$ cat config.mk
export PLATFORM = sky130hd
export DESIGN_NAME = thermal_band_dvfs_governor_top
export DESIGN_NICKNAME = d
export VERILOG_FILES = /design/src/rtl/core/tbdg_pkg.sv /design/src/rtl/core/tbdg_cfg_regs.sv /design/src/rtl/core/tbdg_state_mem.sv /design/src/rtl/core/tbdg_update.sv /design/src/rtl/core/thermal_band_dvfs_governor_top.sv
export SDC_FILE = /design/constraint.sdc
export NUM_CORES = 2
export LEC_CHECK = 0
export ABC_AREA = 0
export BUFFER_PORTS_ARGS = -buffer_cell sky130_fd_sc_hd__buf_2
export CAP_MARGIN = 25
export CORE_MARGIN = 2
export CORE_UTILIZATION = 40
export CTS_CLUSTER_DIAMETER = 150
export DETAILED_ROUTE_END_ITERATION = 10
export PLACE_DENSITY = 0.61
export SLEW_MARGIN = 10
export SYNTH_ARGS = -nofsm -noshare
export SYNTH_HDL_FRONTEND = slang
export SYNTH_HIERARCHICAL = 1
export SYNTH_SLANG_ARGS = --single-unit
$ cat constraint.sdc
create_clock -name clk -period 18.3 [get_ports clk]
set_input_delay 1.83 -clock clk [delete_from_list [all_inputs] [get_ports clk]]
set_output_delay 1.83 -clock clk [all_outputs]
set_load 0.05 [all_outputs]
$ cat src/rtl/core/tbdg_pkg.sv
package tbdg_pkg;

  // Fixed sizes of the block.
  localparam int CORES     = 64;
  localparam int CORE_W    = 6;
  localparam int FREQ_W    = 13;
  localparam int TEMP_W    = 12;
  localparam int STEP_W    = 12;
  localparam int DELTA_W   = 12;
  localparam int CFG_IDX_W = 3;
  localparam int CFG_DAT_W = 13;

  // Band widths used by the suppression test.
  localparam int UNCERTAINTY_BAND = 8;
  localparam int SUPPRESS_BAND    = 16;

  // Opcodes.
  localparam logic OP_PROPOSE = 1'b0;
  localparam logic OP_VERIFY  = 1'b1;

  // Direction codes kept per core.
  localparam logic [1:0] DIR_NONE = 2'd0;
  localparam logic [1:0] DIR_UP   = 2'd1;
  localparam logic [1:0] DIR_DOWN = 2'd3;

  // Configuration register indexes.
  localparam logic [CFG_IDX_W-1:0] REG_MIN_FREQ      = 3'd0;
  localparam logic [CFG_IDX_W-1:0] REG_MAX_FREQ      = 3'd1;
  localparam logic [CFG_IDX_W-1:0] REG_COARSE_STEP   = 3'd2;
  localparam logic [CFG_IDX_W-1:0] REG_FINE_FLOOR    = 3'd3;
  localparam logic [CFG_IDX_W-1:0] REG_TEMP_LOW      = 3'd4;
  localparam logic [CFG_IDX_W-1:0] REG_TEMP_GOAL     = 3'd5;
  localparam logic [CFG_IDX_W-1:0] REG_TEMP_HIGH     = 3'd6;
  localparam logic [CFG_IDX_W-1:0] REG_TEMP_CRITICAL = 3'd7;

  // Register reset values.
  localparam logic [FREQ_W-1:0] RST_MIN_FREQ      = 13'd1000;
  localparam logic [FREQ_W-1:0] RST_MAX_FREQ      = 13'd4000;
  localparam logic [STEP_W-1:0] RST_COARSE_STEP   = 12'd500;
  localparam logic [STEP_W-1:0] RST_FINE_FLOOR    = 12'd25;
  localparam logic [TEMP_W-1:0] RST_TEMP_LOW      = 12'd1040;
  localparam logic [TEMP_W-1:0] RST_TEMP_GOAL     = 12'd1120;
  localparam logic [TEMP_W-1:0] RST_TEMP_HIGH     = 12'd1200;
  localparam logic [TEMP_W-1:0] RST_TEMP_CRITICAL = 12'd1280;

  typedef struct packed {
    logic [FREQ_W-1:0] min_freq;
    logic [FREQ_W-1:0] max_freq;
    logic [STEP_W-1:0] coarse_step;
    logic [STEP_W-1:0] fine_floor;
    logic [TEMP_W-1:0] temp_low;
    logic [TEMP_W-1:0] temp_goal;
    logic [TEMP_W-1:0] temp_high;
    logic [TEMP_W-1:0] temp_critical;
  } cfg_t;

  // One request as it travels through the pipeline.
  typedef struct packed {
    logic                      opcode;
    logic [CORE_W-1:0]         core;
    logic [TEMP_W-1:0]         measured_temp;
    logic [FREQ_W-1:0]         old_freq;
    logic                      active;
    logic signed [DELTA_W-1:0] predicted_delta;
  } item_t;

  // Per-core state entry held in the state memory.
  typedef struct packed {
    logic [FREQ_W-1:0]         candidate;
    logic signed [DELTA_W-1:0] prev_delta;
    logic [1:0]                last_dir;
    logic [FREQ_W-1:0]         fine_step;
  } entry_t;

  localparam entry_t RST_ENTRY = '{
    candidate:  '0,
    prev_delta: '0,
    last_dir:   DIR_NONE,
    fine_step:  {1'b0, RST_COARSE_STEP}
  };

endpackage

$ cat src/rtl/core/tbdg_cfg_regs.sv
module tbdg_cfg_regs
  import tbdg_pkg::*;
(
  input  logic                 clk,
  input  logic                 rst_n,
  input  logic                 cfg_valid,
  output logic                 cfg_ready,
  input  logic [CFG_IDX_W-1:0] cfg_index,
  input  logic [CFG_DAT_W-1:0] cfg_data,
  output cfg_t                 cfg
);

  cfg_t cfg_r;

  // Writes are always taken.
  assign cfg_ready = 1'b1;
  assign cfg       = cfg_r;

  // Register file with decode on the write index.
  always_ff @(posedge clk) begin
    if (!rst_n) begin
      cfg_r.min_freq      <= RST_MIN_FREQ;
      cfg_r.max_freq      <= RST_MAX_FREQ;
      cfg_r.coarse_step   <= RST_COARSE_STEP;
      cfg_r.fine_floor    <= RST_FINE_FLOOR;
      cfg_r.temp_low      <= RST_TEMP_LOW;
      cfg_r.temp_goal     <= RST_TEMP_GOAL;
      cfg_r.temp_high     <= RST_TEMP_HIGH;
      cfg_r.temp_critical <= RST_TEMP_CRITICAL;
    end else if (cfg_valid) begin
      unique case (cfg_index)
        REG_MIN_FREQ:      cfg_r.min_freq      <= cfg_data;
        REG_MAX_FREQ:      cfg_r.max_freq      <= cfg_data;
        REG_COARSE_STEP:   cfg_r.coarse_step   <= cfg_data[STEP_W-1:0];
        REG_FINE_FLOOR:    cfg_r.fine_floor    <= cfg_data[STEP_W-1:0];
        REG_TEMP_LOW:      cfg_r.temp_low      <= cfg_data[TEMP_W-1:0];
        REG_TEMP_GOAL:     cfg_r.temp_goal     <= cfg_data[TEMP_W-1:0];
        REG_TEMP_HIGH:     cfg_r.temp_high     <= cfg_data[TEMP_W-1:0];
        REG_TEMP_CRITICAL: cfg_r.temp_critical <= cfg_data[TEMP_W-1:0];
        default: ;
      endcase
    end
  end

endmodule

$ cat src/rtl/core/tbdg_state_mem.sv
module tbdg_state_mem
  import tbdg_pkg::*;
(
  input  logic              clk,
  input  logic              rst_n,
  // Read port, issued when a request is accepted.
  input  logic              rd_en,
  input  logic [CORE_W-1:0] rd_addr,
  // Address of the request now using the read data.
  input  logic [CORE_W-1:0] use_addr,
  output entry_t            rd_entry,
  // Write-back port.
  input  logic              wr_en,
  input  logic [CORE_W-1:0] wr_addr,
  input  entry_t            wr_entry
);

  entry_t             mem_r [CORES];
  logic [CORES-1:0]   vld_r;
  entry_t             rd_data_r;
  logic               rd_vld_r;
  logic               fwd_vld_r;
  logic [CORE_W-1:0]  fwd_addr_r;
  entry_t             fwd_data_r;

  // Synchronous memory: one read and one write per cycle.
  always_ff @(posedge clk) begin
    if (wr_en) begin
      mem_r[wr_addr] <= wr_entry;
    end
    if (rd_en) begin
      rd_data_r <= mem_r[rd_addr];
    end
  end

  // Written flags per entry; an unwritten entry reads as its reset value.
  always_ff @(posedge clk) begin
    if (!rst_n) begin
      vld_r    <= '0;
      rd_vld_r <= 1'b0;
    end else begin
      if (wr_en) begin
        vld_r[wr_addr] <= 1'b1;
      end
      if (rd_en) begin
        rd_vld_r <= vld_r[rd_addr];
      end
    end
  end

  // Last write is kept to cover a read issued in the same cycle as the write.
  always_ff @(posedge clk) begin
    if (!rst_n) begin
      fwd_vld_r <= 1'b0;
    end else if (wr_en) begin
      fwd_vld_r <= 1'b1;
    end
  end

  always_ff @(posedge clk) begin
    if (wr_en) begin
      fwd_addr_r <= wr_addr;
      fwd_data_r <= wr_entry;
    end
  end

  always_comb begin
    if (fwd_vld_r && (fwd_addr_r == use_addr)) begin
      rd_entry = fwd_data_r;
    end else if (rd_vld_r) begin
      rd_entry = rd_data_r;
    end else begin
      rd_entry = RST_ENTRY;
    end
  end

endmodule

$ cat src/rtl/core/tbdg_update.sv
module tbdg_update
  import tbdg_pkg::*;
(
  input  cfg_t              cfg,
  input  item_t             item,
  input  entry_t            cur,
  output entry_t            nxt,
  output logic [FREQ_W-1:0] freq,
  output logic              overridden
);

  logic signed [14:0] eff;
  logic signed [14:0] effv;
  logic signed [14:0] pd_s;
  logic signed [14:0] oldf_s;
  logic signed [14:0] fmin_s;
  logic signed [14:0] fmax_s;
  logic signed [14:0] crit_s;
  logic signed [14:0] high_s;
  logic signed [14:0] low_s;
  logic signed [14:0] goal_s;
  logic signed [14:0] goal_diff;
  logic signed [14:0] nf_down;
  logic [13:0]        nf_up;
  logic signed [14:0] nf_fine;
  logic signed [14:0] nf_lo;
  logic [1:0]         dir;
  logic [FREQ_W-1:0]  half;
  logic [FREQ_W-1:0]  step_nxt;
  logic               suppress;
  logic               go_down;
  logic [FREQ_W-1:0]  coarse13;

  // Widened operands for signed compares.
  assign oldf_s   = $signed({2'b00, item.old_freq});
  assign fmin_s   = $signed({2'b00, cfg.min_freq});
  assign fmax_s   = $signed({2'b00, cfg.max_freq});
  assign crit_s   = $signed({3'b000, cfg.temp_critical});
  assign high_s   = $signed({3'b000, cfg.temp_high});
  assign low_s    = $signed({3'b000, cfg.temp_low});
  assign goal_s   = $signed({3'b000, cfg.temp_goal});
  assign coarse13 = {1'b0, cfg.coarse_step};
  assign pd_s     = $signed({{3{cur.prev_delta[DELTA_W-1]}}, cur.prev_delta});

  // Effective temperatures: stored delta for propose, new delta for verify.
  assign eff  = $signed({3'b000, item.measured_temp}) + pd_s;
  assign effv = $signed({3'b000, item.measured_temp})
              + $signed({{3{item.predicted_delta[DELTA_W-1]}}, item.predicted_delta});
  assign goal_diff = eff - goal_s;

  // Hold when close to the goal with a small delta, or when the step is spent.
  assign suppress =
      ((pd_s > -15'(UNCERTAINTY_BAND)) && (pd_s < 15'(UNCERTAINTY_BAND)) &&
       (goal_diff > -15'(SUPPRESS_BAND)) && (goal_diff < 15'(SUPPRESS_BAND))) ||
      (cur.fine_step < {1'b0, cfg.fine_floor});

  // Bisection: halve the step on a change of direction.
  assign go_down = eff > goal_s;
  assign dir     = go_down ? DIR_DOWN : DIR_UP;
  assign half    = cur.fine_step >> 1;
  always_comb begin
    if ((cur.last_dir != DIR_NONE) && (dir != cur.last_dir)) begin
      step_nxt = (half > {1'b0, cfg.fine_floor}) ? half : {1'b0, cfg.fine_floor};
    end else begin
      step_nxt = cur.fine_step;
    end
  end

  assign nf_fine = go_down ? (oldf_s - $signed({2'b00, step_nxt}))
                           : (oldf_s + $signed({2'b00, step_nxt}));
  assign nf_lo   = (nf_fine < fmin_s) ? fmin_s : nf_fine;

  // Coarse steps for the high and low bands.
  assign nf_down = oldf_s - $signed({3'b000, cfg.coarse_step});
  assign nf_up   = {1'b0, item.old_freq} + {2'b00, cfg.coarse_step};

  always_comb begin
    nxt        = cur;
    freq       = cur.candidate;
    overridden = 1'b0;
    if (item.opcode == OP_PROPOSE) begin
      if (!item.active) begin
        freq = cfg.max_freq;
        nxt.fine_step = coarse13;
        nxt.last_dir  = DIR_NONE;
      end else if (eff > crit_s) begin
        freq = cfg.min_freq;
        nxt.fine_step = coarse13;
        nxt.last_dir  = DIR_NONE;
      end else if (eff > high_s) begin
        freq = (nf_down > fmin_s) ? nf_down[FREQ_W-1:0] : cfg.min_freq;
        nxt.fine_step = coarse13;
        nxt.last_dir  = DIR_NONE;
      end else if (eff < low_s) begin
        freq = (nf_up < {1'b0, cfg.max_freq}) ? nf_up[FREQ_W-1:0] : cfg.max_freq;
        nxt.fine_step = coarse13;
        nxt.last_dir  = DIR_NONE;
      end else if (suppress) begin
        freq = item.old_freq;
      end else begin
        nxt.fine_step = step_nxt;
        nxt.last_dir  = dir;
        freq = (nf_lo > fmax_s) ? cfg.max_freq : nf_lo[FREQ_W-1:0];
      end
      nxt.candidate = freq;
    end else begin
      // Verify stores the new delta and may override the candidate.
      nxt.prev_delta = item.predicted_delta;
      if (item.active) begin
        if (effv > crit_s) begin
          freq = cfg.min_freq;
          nxt.fine_step = coarse13;
          nxt.last_dir  = DIR_NONE;
        end else if ((effv > high_s) && (cur.candidate > item.old_freq)) begin
          freq = item.old_freq;
          nxt.fine_step = coarse13;
          nxt.last_dir  = DIR_NONE;
        end
      end
      overridden = freq != cur.candidate;
    end
  end

endmodule

$ cat src/rtl/core/thermal_band_dvfs_governor_top.sv
// Path: memory read and request register on acceptance, then update and output register.
// Throughput: one request per cycle unless out_tready stalls the output, set by the
// single read-modify-write of the per-core state memory; back-to-back requests to one
// core use write forwarding.
// Reset: synchronous active-low rst_n restores the register defaults, empties the
// pipeline and clears the per-core written flags; no memory clearing pass.
module thermal_band_dvfs_governor_top
  import tbdg_pkg::*;
(
  input  logic                 clk,
  input  logic                 rst_n,
  // Configuration write channel.
  input  logic                 cfg_valid,
  output logic                 cfg_ready,
  input  logic [CFG_IDX_W-1:0] cfg_index,
  input  logic [CFG_DAT_W-1:0] cfg_data,
  // Request channel.
  input  logic                 in_tvalid,
  output logic                 in_tready,
  // [5:0] core, [17:6] measured_temp, [30:18] old_freq, [31] active,
  // [43:32] predicted_delta, [47:44] zero
  input  logic [47:0]          in_tdata,
  // [0] opcode
  input  logic                 in_tuser,
  // Result channel.
  output logic                 out_tvalid,
  input  logic                 out_tready,
  // [5:0] out_core, [18:6] freq, [23:19] zero
  output logic [23:0]          out_tdata,
  // [0] opcode, [1] overridden
  output logic [1:0]           out_tuser
);

  cfg_t              cfg;
  item_t             in_item;
  item_t             s1_item_r;
  logic              s1_vld_r;
  logic              s1_adv;
  logic              in_acc;
  entry_t            cur_entry;
  entry_t            nxt_entry;
  logic [FREQ_W-1:0] res_freq;
  logic              res_ovr;
  logic              out_vld_r;
  logic [23:0]       out_tdata_r;
  logic [1:0]        out_tuser_r;

  tbdg_cfg_regs u_cfg (
    .clk       (clk),
    .rst_n     (rst_n),
    .cfg_valid (cfg_valid),
    .cfg_ready (cfg_ready),
    .cfg_index (cfg_index),
    .cfg_data  (cfg_data),
    .cfg       (cfg)
  );

  // Unpack the request.
  assign in_item.opcode          = in_tuser;
  assign in_item.core            = in_tdata[5:0];
  assign in_item.measured_temp   = in_tdata[17:6];
  assign in_item.old_freq        = in_tdata[30:18];
  assign in_item.active          = in_tdata[31];
  assign in_item.predicted_delta = $signed(in_tdata[43:32]);

  // Pipeline handshake: the update stage moves when the output slot frees.
  assign s1_adv    = s1_vld_r && (!out_vld_r || out_tready);
  assign in_tready = !s1_vld_r || s1_adv;
  assign in_acc    = in_tvalid && in_tready;

  always_ff @(posedge clk) begin
    if (!rst_n) begin
      s1_vld_r <= 1'b0;
    end else if (in_tready) begin
      s1_vld_r <= in_tvalid;
    end
  end

  always_ff @(posedge clk) begin
    if (in_acc) begin
      s1_item_r <= in_item;
    end
  end

  tbdg_state_mem u_mem (
    .clk      (clk),
    .rst_n    (rst_n),
    .rd_en    (in_acc),
    .rd_addr  (in_item.core),
    .use_addr (s1_item_r.core),
    .rd_entry (cur_entry),
    .wr_en    (s1_adv),
    .wr_addr  (s1_item_r.core),
    .wr_entry (nxt_entry)
  );

  tbdg_update u_upd (
    .cfg        (cfg),
    .item       (s1_item_r),
    .cur        (cur_entry),
    .nxt        (nxt_entry),
    .freq       (res_freq),
    .overridden (res_ovr)
  );

  // Output register.
  always_ff @(posedge clk) begin
    if (!rst_n) begin
      out_vld_r <= 1'b0;
    end else if (s1_adv) begin
      out_vld_r <= 1'b1;
    end else if (out_tready) begin
      out_vld_r <= 1'b0;
    end
  end

  always_ff @(posedge clk) begin
    if (s1_adv) begin
      out_tdata_r <= {5'b00000, res_freq, s1_item_r.core};
      out_tuser_r <= {res_ovr, s1_item_r.opcode};
    end
  end

  assign out_tvalid = out_vld_r;
  assign out_tdata  = out_tdata_r;
  assign out_tuser  = out_tuser_r;

endmodule
# After elaboration in Yosys (flattened, before gate mapping)

Memory sizes are Yosys's and may differ from the RTL's. A register that Yosys moved wholly into a read port is not among the register bits.
Cells that the tools add are included.

Flip-flop bits (word level): 278
Memory bits (writable): 2,560
Input bits: 70
Output and inout port bits: 29
Logic and storage cells: 130
Memories kept: 1

Memory list:

| memory      | words | width | read ports | clocked after Yosys merged registers in | write ports | line                 | source |
|---|---|---|---|---|---|---|---|
| u_mem.mem_r | 64    | 40    | 1          | 1                                       | 1           | tbdg_state_mem.sv:18 | `entry_t mem_r [CORES];` |

Add/subtract/negate cells: 7
$lt $le $gt $ge: 20
Eq/ne operators: 10
Mux-type cells: 39
Bitwise gates (word level): 1
Reduce and logical (&&, ||, !) cells: 25

Operator list:

| cell                                                                              | count |
|---|---|
| 13-bit 2-to-1 mux                                                                 | 15 |
| 15-bit 2-to-1 mux                                                                 | 11 |
| 40-bit 2-to-1 mux                                                                 | 2 |
| 15-bit by 13-bit greater-than comparator with 1-bit output                        | 5 |
| 64-bit OR                                                                         | 1 |
| 13-bit by 12-bit adder with 14-bit output                                         | 3 |
| 15-bit by 14-bit greater-than comparator with 1-bit output                        | 2 |
| 12-bit 2-to-1 mux                                                                 | 2 |
| 2-bit AND reduction                                                               | 8 |
| 15-bit by 5-bit greater-than comparator with 1-bit output (second input constant) | 1 |
| 15-bit by 13-bit < comparator with 1-bit output                                   | 1 |
| 15-bit by 14-bit < comparator with 1-bit output                                   | 1 |
| 15-bit by 6-bit < comparator with 1-bit output (second input constant)            | 1 |
| 15-bit by 13-bit subtractor with 15-bit output                                    | 1 |
| 13-bit by 13-bit adder with 14-bit output                                         | 1 |
| 14-bit by 13-bit < comparator with 1-bit output                                   | 1 |
| 6-bit by 7-bit < comparator with 1-bit output (second input constant)             | 2 |
| 13-bit by 12-bit subtractor with 14-bit output                                    | 1 |
| 13-bit by 13-bit subtractor with 14-bit output                                    | 1 |
| 13-bit greater-than comparator                                                    | 1 |
| 13-bit by 12-bit < comparator with 1-bit output                                   | 1 |
| 13-bit != test                                                                    | 1 |
| 3-bit equality test (second input constant)                                       | 4 |
| 12-bit greater-than comparator                                                    | 1 |
| 16 further kinds                                                                  | 34 |

# Logic depth before layout (Yosys ltp)

Depth in word-level cells: 21
Gate-level depth with buffers: 64
Depth with buffers taken out: 58

# By module

Netlist, hierarchy kept.

By module, submodules not included:

| module                         | instances | cells an instance | area an instance (um^2) | sequential area each (um^2) |
|---|---|---|---|---|
| tbdg_state_mem                 | 1         | 4,160             | 102,902.4               | 80,777.5 |
| tbdg_update                    | 1         | 1,556             | 11,168.2                | 0.0 |
| tbdg_cfg_regs                  | 1         | 360               | 3,784.9                 | 1,961.9 |
| thermal_band_dvfs_governor_top | 1         | 81                | 2,127.0                 | 2,021.9 |

# Worst setup path before layout

Ideal clock, no wire load.

Path type: register to register
Start point: reg s1_item_r[39] (netlist bit)
End point: reg u_mem/fwd_data_r[36] (netlist bit) (data pin)
Setup time: 747 ps
Arrival time: 15,003 ps
Data required time: 17,553 ps
Setup slack: 2,550 ps
Stages on the path, launching flop included: 57
Buffers on the path: 6
Clock period less this slack: 15,750 ps
Cell sequence: edfxtp_1 xnor2_1 nand4_1 nor4_1 clkbuf_1 o21ai_0 ha_1 fa_1 a211oi_1 o21ai_1 a21oi_2 nor2b_1 o21a_1 nor3_1 a311oi_1 ha_1 clkbuf_1 nand4_1 [... 21 more ...] ha_1 nand3_1 a21oi_1 a2111oi_0 ha_1 buf_1 inv_1 clkbuf_1 o21ai_0 ha_1 a21o_1 a2111oi_0 a21oi_1 o31ai_1 nand2_2 a211oi_1 o311ai_1 a221oi_1

RTL lines:

| element                  | line                                 | source |
|---|---|---|
| start: declaration       | thermal_band_dvfs_governor_top.sv:36 | `item_t s1_item_r;` |
| start signal: assignment | thermal_band_dvfs_governor_top.sv:81 | `s1_item_r <= in_item;` |
| end signal: assignment   | tbdg_state_mem.sv:63                 | `fwd_data_r <= wr_entry;` |
| end: declaration         | tbdg_state_mem.sv:24                 | `entry_t fwd_data_r;` |

==> impl_metrics.toml <==
[timing]
post-route-min-period_ps = 16910
slew_headroom_pct = 20.8
grt_setup_unrepaired = "false"
setup_viol = 0
tns_ps = 0
fin_ws_ps = 1390
fin_crit_sh_pct = 92.4
worst_pin_slew_ps = 1170
finalHoldViolCount = 0
fin_skew_ps = 88.4
fin_hold_ws_ps = 462
report.final.slew_viol_count = 0
fmax_mhz = 59.1

[cts]
cts_tree = "yes"
hold_buffers = 0
clk_path_buf_depth = 4
insertion_delay_ps = 880
clockRootBuffer = "clkbuf_16"
h-tree-depth = 5
ctsResizeCount = 0
path_clk_slew_ps = 60
cts_sinks = 2878
cts_setup_buffers = 0
cts_buffers = 303

[synth]
syn_avg_cell_area_sq_um = 19.5
synthesis.yosys.warnings = 6
netlist.area_leader.share_pct = 67.9
synth_flop_cell = "edfxtp_1"
synth_cell_type_count = 121
syn_area_sq_um = 120000
synth.area.top_cells = "edfxtp_1 68%, mux4_2 16%, dfxtp_1 2.8%"
postSynth.asyncResetShare_pct = 0
ys_seq_elements = 2878
synth_edf_count = 2712
syn_inst = 6157
synth-seq-area-share_pct = 70.6
synth_top_cell_by_area = "edfxtp_1"

[die]
dieArea_sq_um = 304000
start_util_pct = 40.1
rows = 201
fp.dieW_um = 552
core_sq_um = 299000
pin_count = 99
fp.dieH_um = 552

[detailed_routing]
wl_mm = 332
vias = 63300
drt_iter0_drc = 7840
drc_errors = 0
wl_per_cell_um = 31.1
firstDrtPassIters = 5
via_per_inst = 5.94
ant_nets = 0

[global_routing]
grt_max_degree = 139
grt-ovfl-total = 0
antenna_found_initial = 23
grt_pass1_vias = 62254
grt_pass1_wl_mm = 466
grt.total_usage_pct = 21.5

[worst_setup_path]
worstPathRequired_ps = 18780
slowest_stage = "nor4_2"
crit_path_start_kind = "register"
worstSetupPathType = "register to register"
critPathMaxFanout = 66
max_stage_delay_ps = 970
cp-end-kind = "register"
crit_top_cell = "ha_1"
arrival_ps = 17380

[finish]
area_growth_pct = 13.5
final_layout_size_suffix_gt1_share_pct = 25.7
stdcell_count = 10653
final_area_sq_um = 136000
fill_cells = 24918
nets = 6771

[hold_path]
hp-class = "register to register"

[outcome]
status = "finished clean"

[run]
cap_violations = 0

[placement]
dp_hpwl_mm = 189
port_buffers = 88
place_area_sq_um = 126000
gp_congestion = 0.915
dp.cells = 10096
place_ws_ps = 1950

[pwr]
p_leak_nw = 44.5
peakVddDrop_v = 0.0000714
powerDensity_nw_per_um2 = 109
==> per-stage QoR <==
step | utilization, % | power [W]
2_1_floorplan | - | 0.00846
3_3_place_gp | 42.2 | 0.00895
3_5_place_dp | 42.3 | 0.00898
4_1_cts | 45.5 | 0.0149
5_1_grt | 45.5 | 0.0153
6_report | 45.5 | 0.0148
==> path summary, 6_finish.rpt <==
kind / startpoint / endpoint / slack (ps) / cells past startpoint
worst max register to register: s1_item_r[40] / u_mem/mem_r[47][27] / 1390 / 48
worst min-delay path: u_mem/vld_r[46] / u_mem/vld_r[46] / 460 / 1
worst max-delay path: s1_item_r[40] / u_mem/mem_r[47][27] / 1390 / 48
worst min register to register: u_mem/vld_r[46] / u_mem/vld_r[46] / 460 / 1
==> cell usage after synthesis (8+ instances only) <==
cell type,number
ha_1,239
dfxtp_1,166
buf_1,27
mux2_2,16
o21bai_1,18
xor2_1,27
a211o_1,10
nand2b_1,25
edfxtp_1,2712
nor4_1,16
a21o_1,37
inv_1,187
nor2_1,188
o21a_1,90
a211oi_1,42
nand4_1,33
and3_1,8
xnor2_1,50
mux4_2,832
o211ai_1,26
buf_2,92
buf_4,26
a221o_1,9
mux2i_1,182
or3_1,11
a2111oi_0,12
clkbuf_1,149
buf_6,13
o31ai_1,8
nor3b_1,9
o21ai_1,9
nor2b_1,85
a21oi_1,130
nor3_1,45
nand3_1,35
a221oi_1,9
o22ai_1,21
o21ai_0,140
a32oi_1,13
o2111ai_1,9
nand2_1,226
==> area by class of cell <==
class | instances | area (sq um) | area share, %
sequential | 2878 | 84800 | 62.2
clock buffer | 384 | 8080 | 5.93
inverter | 190 | 713 | 0.524
timing repair buffer | 297 | 2410 | 1.77
clock inverter | 155 | 1450 | 1.07
antenna | 6 | 15.0 | 0.0110
tap | 3958 | 4950 | 3.64
multi-input combinational | 2785 | 33800 | 24.8
==> power breakdown <==
group          total [W]  leakage (nW)  internal, W  switching (W)
combinational    0.00147          13.8     0.000519       0.000946
sequential       0.00740          26.1      0.00736      0.0000353
clock            0.00597          4.66      0.00346        0.00251
total             0.0148          44.5       0.0113        0.00349
==> worst max-delay path, delay by kind of cell, from the launching register on <==
family | cells | cell delay (ps)
compound gates | 24 | 7550
flops | 1 | 630
fa+ha+maj | 7 | 3010
simple gates | 9 | 2810
buf+inv | 5 | 1340
xor+xnor | 3 | 1050
==> flip-flops by register name (all words and copies together) (netlist names) <==
register          cells
out_tdata            19
s1_item_r            45
out_tvalid            1
s1_vld_r              1
u_mem/fwd_addr_r      6
u_mem/vld_r          64
u_mem/mem_r        2560
u_mem/fwd_data_r     40
u_mem/rd_data_r      40
u_cfg/cfg            98
out_tuser             2
u_mem/rd_vld_r        1
u_mem/fwd_vld_r       1
==> cell families after synthesis <==
| group | Yosys count | share of synthesized area (%) |
|---|---|---|
| buffers and inverters | 498 | 1.83 |
| adders and majority gates | 246 | 2.61 |
| DFF | 2878 | 70.6 |
| xor gates and xnor gates | 78 | 0.576 |
| AOI/OAI and AO/OA | 691 | 4.04 |
| other | 2 | 0.00626 |
| and+or+nand+nor | 731 | 2.98 |
| muxes | 1033 | 17.3 |
==> per-layer routing <==
metal  part of all wire [%]  global-route usage (%)  vias to the layer above
li1                       -                       -                    25948
met1                     43                    31.5                    34262
met2                     47                    33.8                     2569
met3                    7.3                    2.72                      519
met4                    2.8                    6.03                        2
met5                 0.0021                       0                        -
==> cell usage in the layout, fill, tap and decap left out, types with 20 or more instances in the layout <==
| master | netlist | layout |
|---|---|---|
| xor2_1 | 27 | 27 |
| nor3_1 | 45 | 40 |
| nand2_1 | 226 | 224 |
| buf_12 | 1 | 20 |
| clkinv_1 | 3 | 52 |
| xnor2_1 | 50 | 50 |
| clkinv_2 | 0 | 49 |
| nand2b_1 | 25 | 25 |
| buf_2 | 92 | 81 |
| ha_1 | 239 | 239 |
| nand4_1 | 33 | 33 |
| clkbuf_1 | 149 | 67 |
| nor2b_1 | 85 | 84 |
| a21oi_1 | 130 | 128 |
| inv_1 | 187 | 187 |
| a211oi_1 | 42 | 42 |
| a21o_1 | 37 | 37 |
| nor2_4 | 0 | 60 |
| o21ai_0 | 140 | 126 |
| mux4_2 | 832 | 832 |
| o21a_1 | 90 | 89 |
| bufinv_16 | 0 | 23 |
| edfxtp_1 | 2712 | 2712 |
| buf_4 | 26 | 183 |
| nor2_1 | 188 | 128 |
| clkbuf_16 | 0 | 308 |
| mux2i_1 | 182 | 182 |
| o211ai_1 | 26 | 26 |
| dfxtp_1 | 166 | 165 |
| nand3_1 | 35 | 35 |
Note: power is estimated with default switching activity, not from simulation.
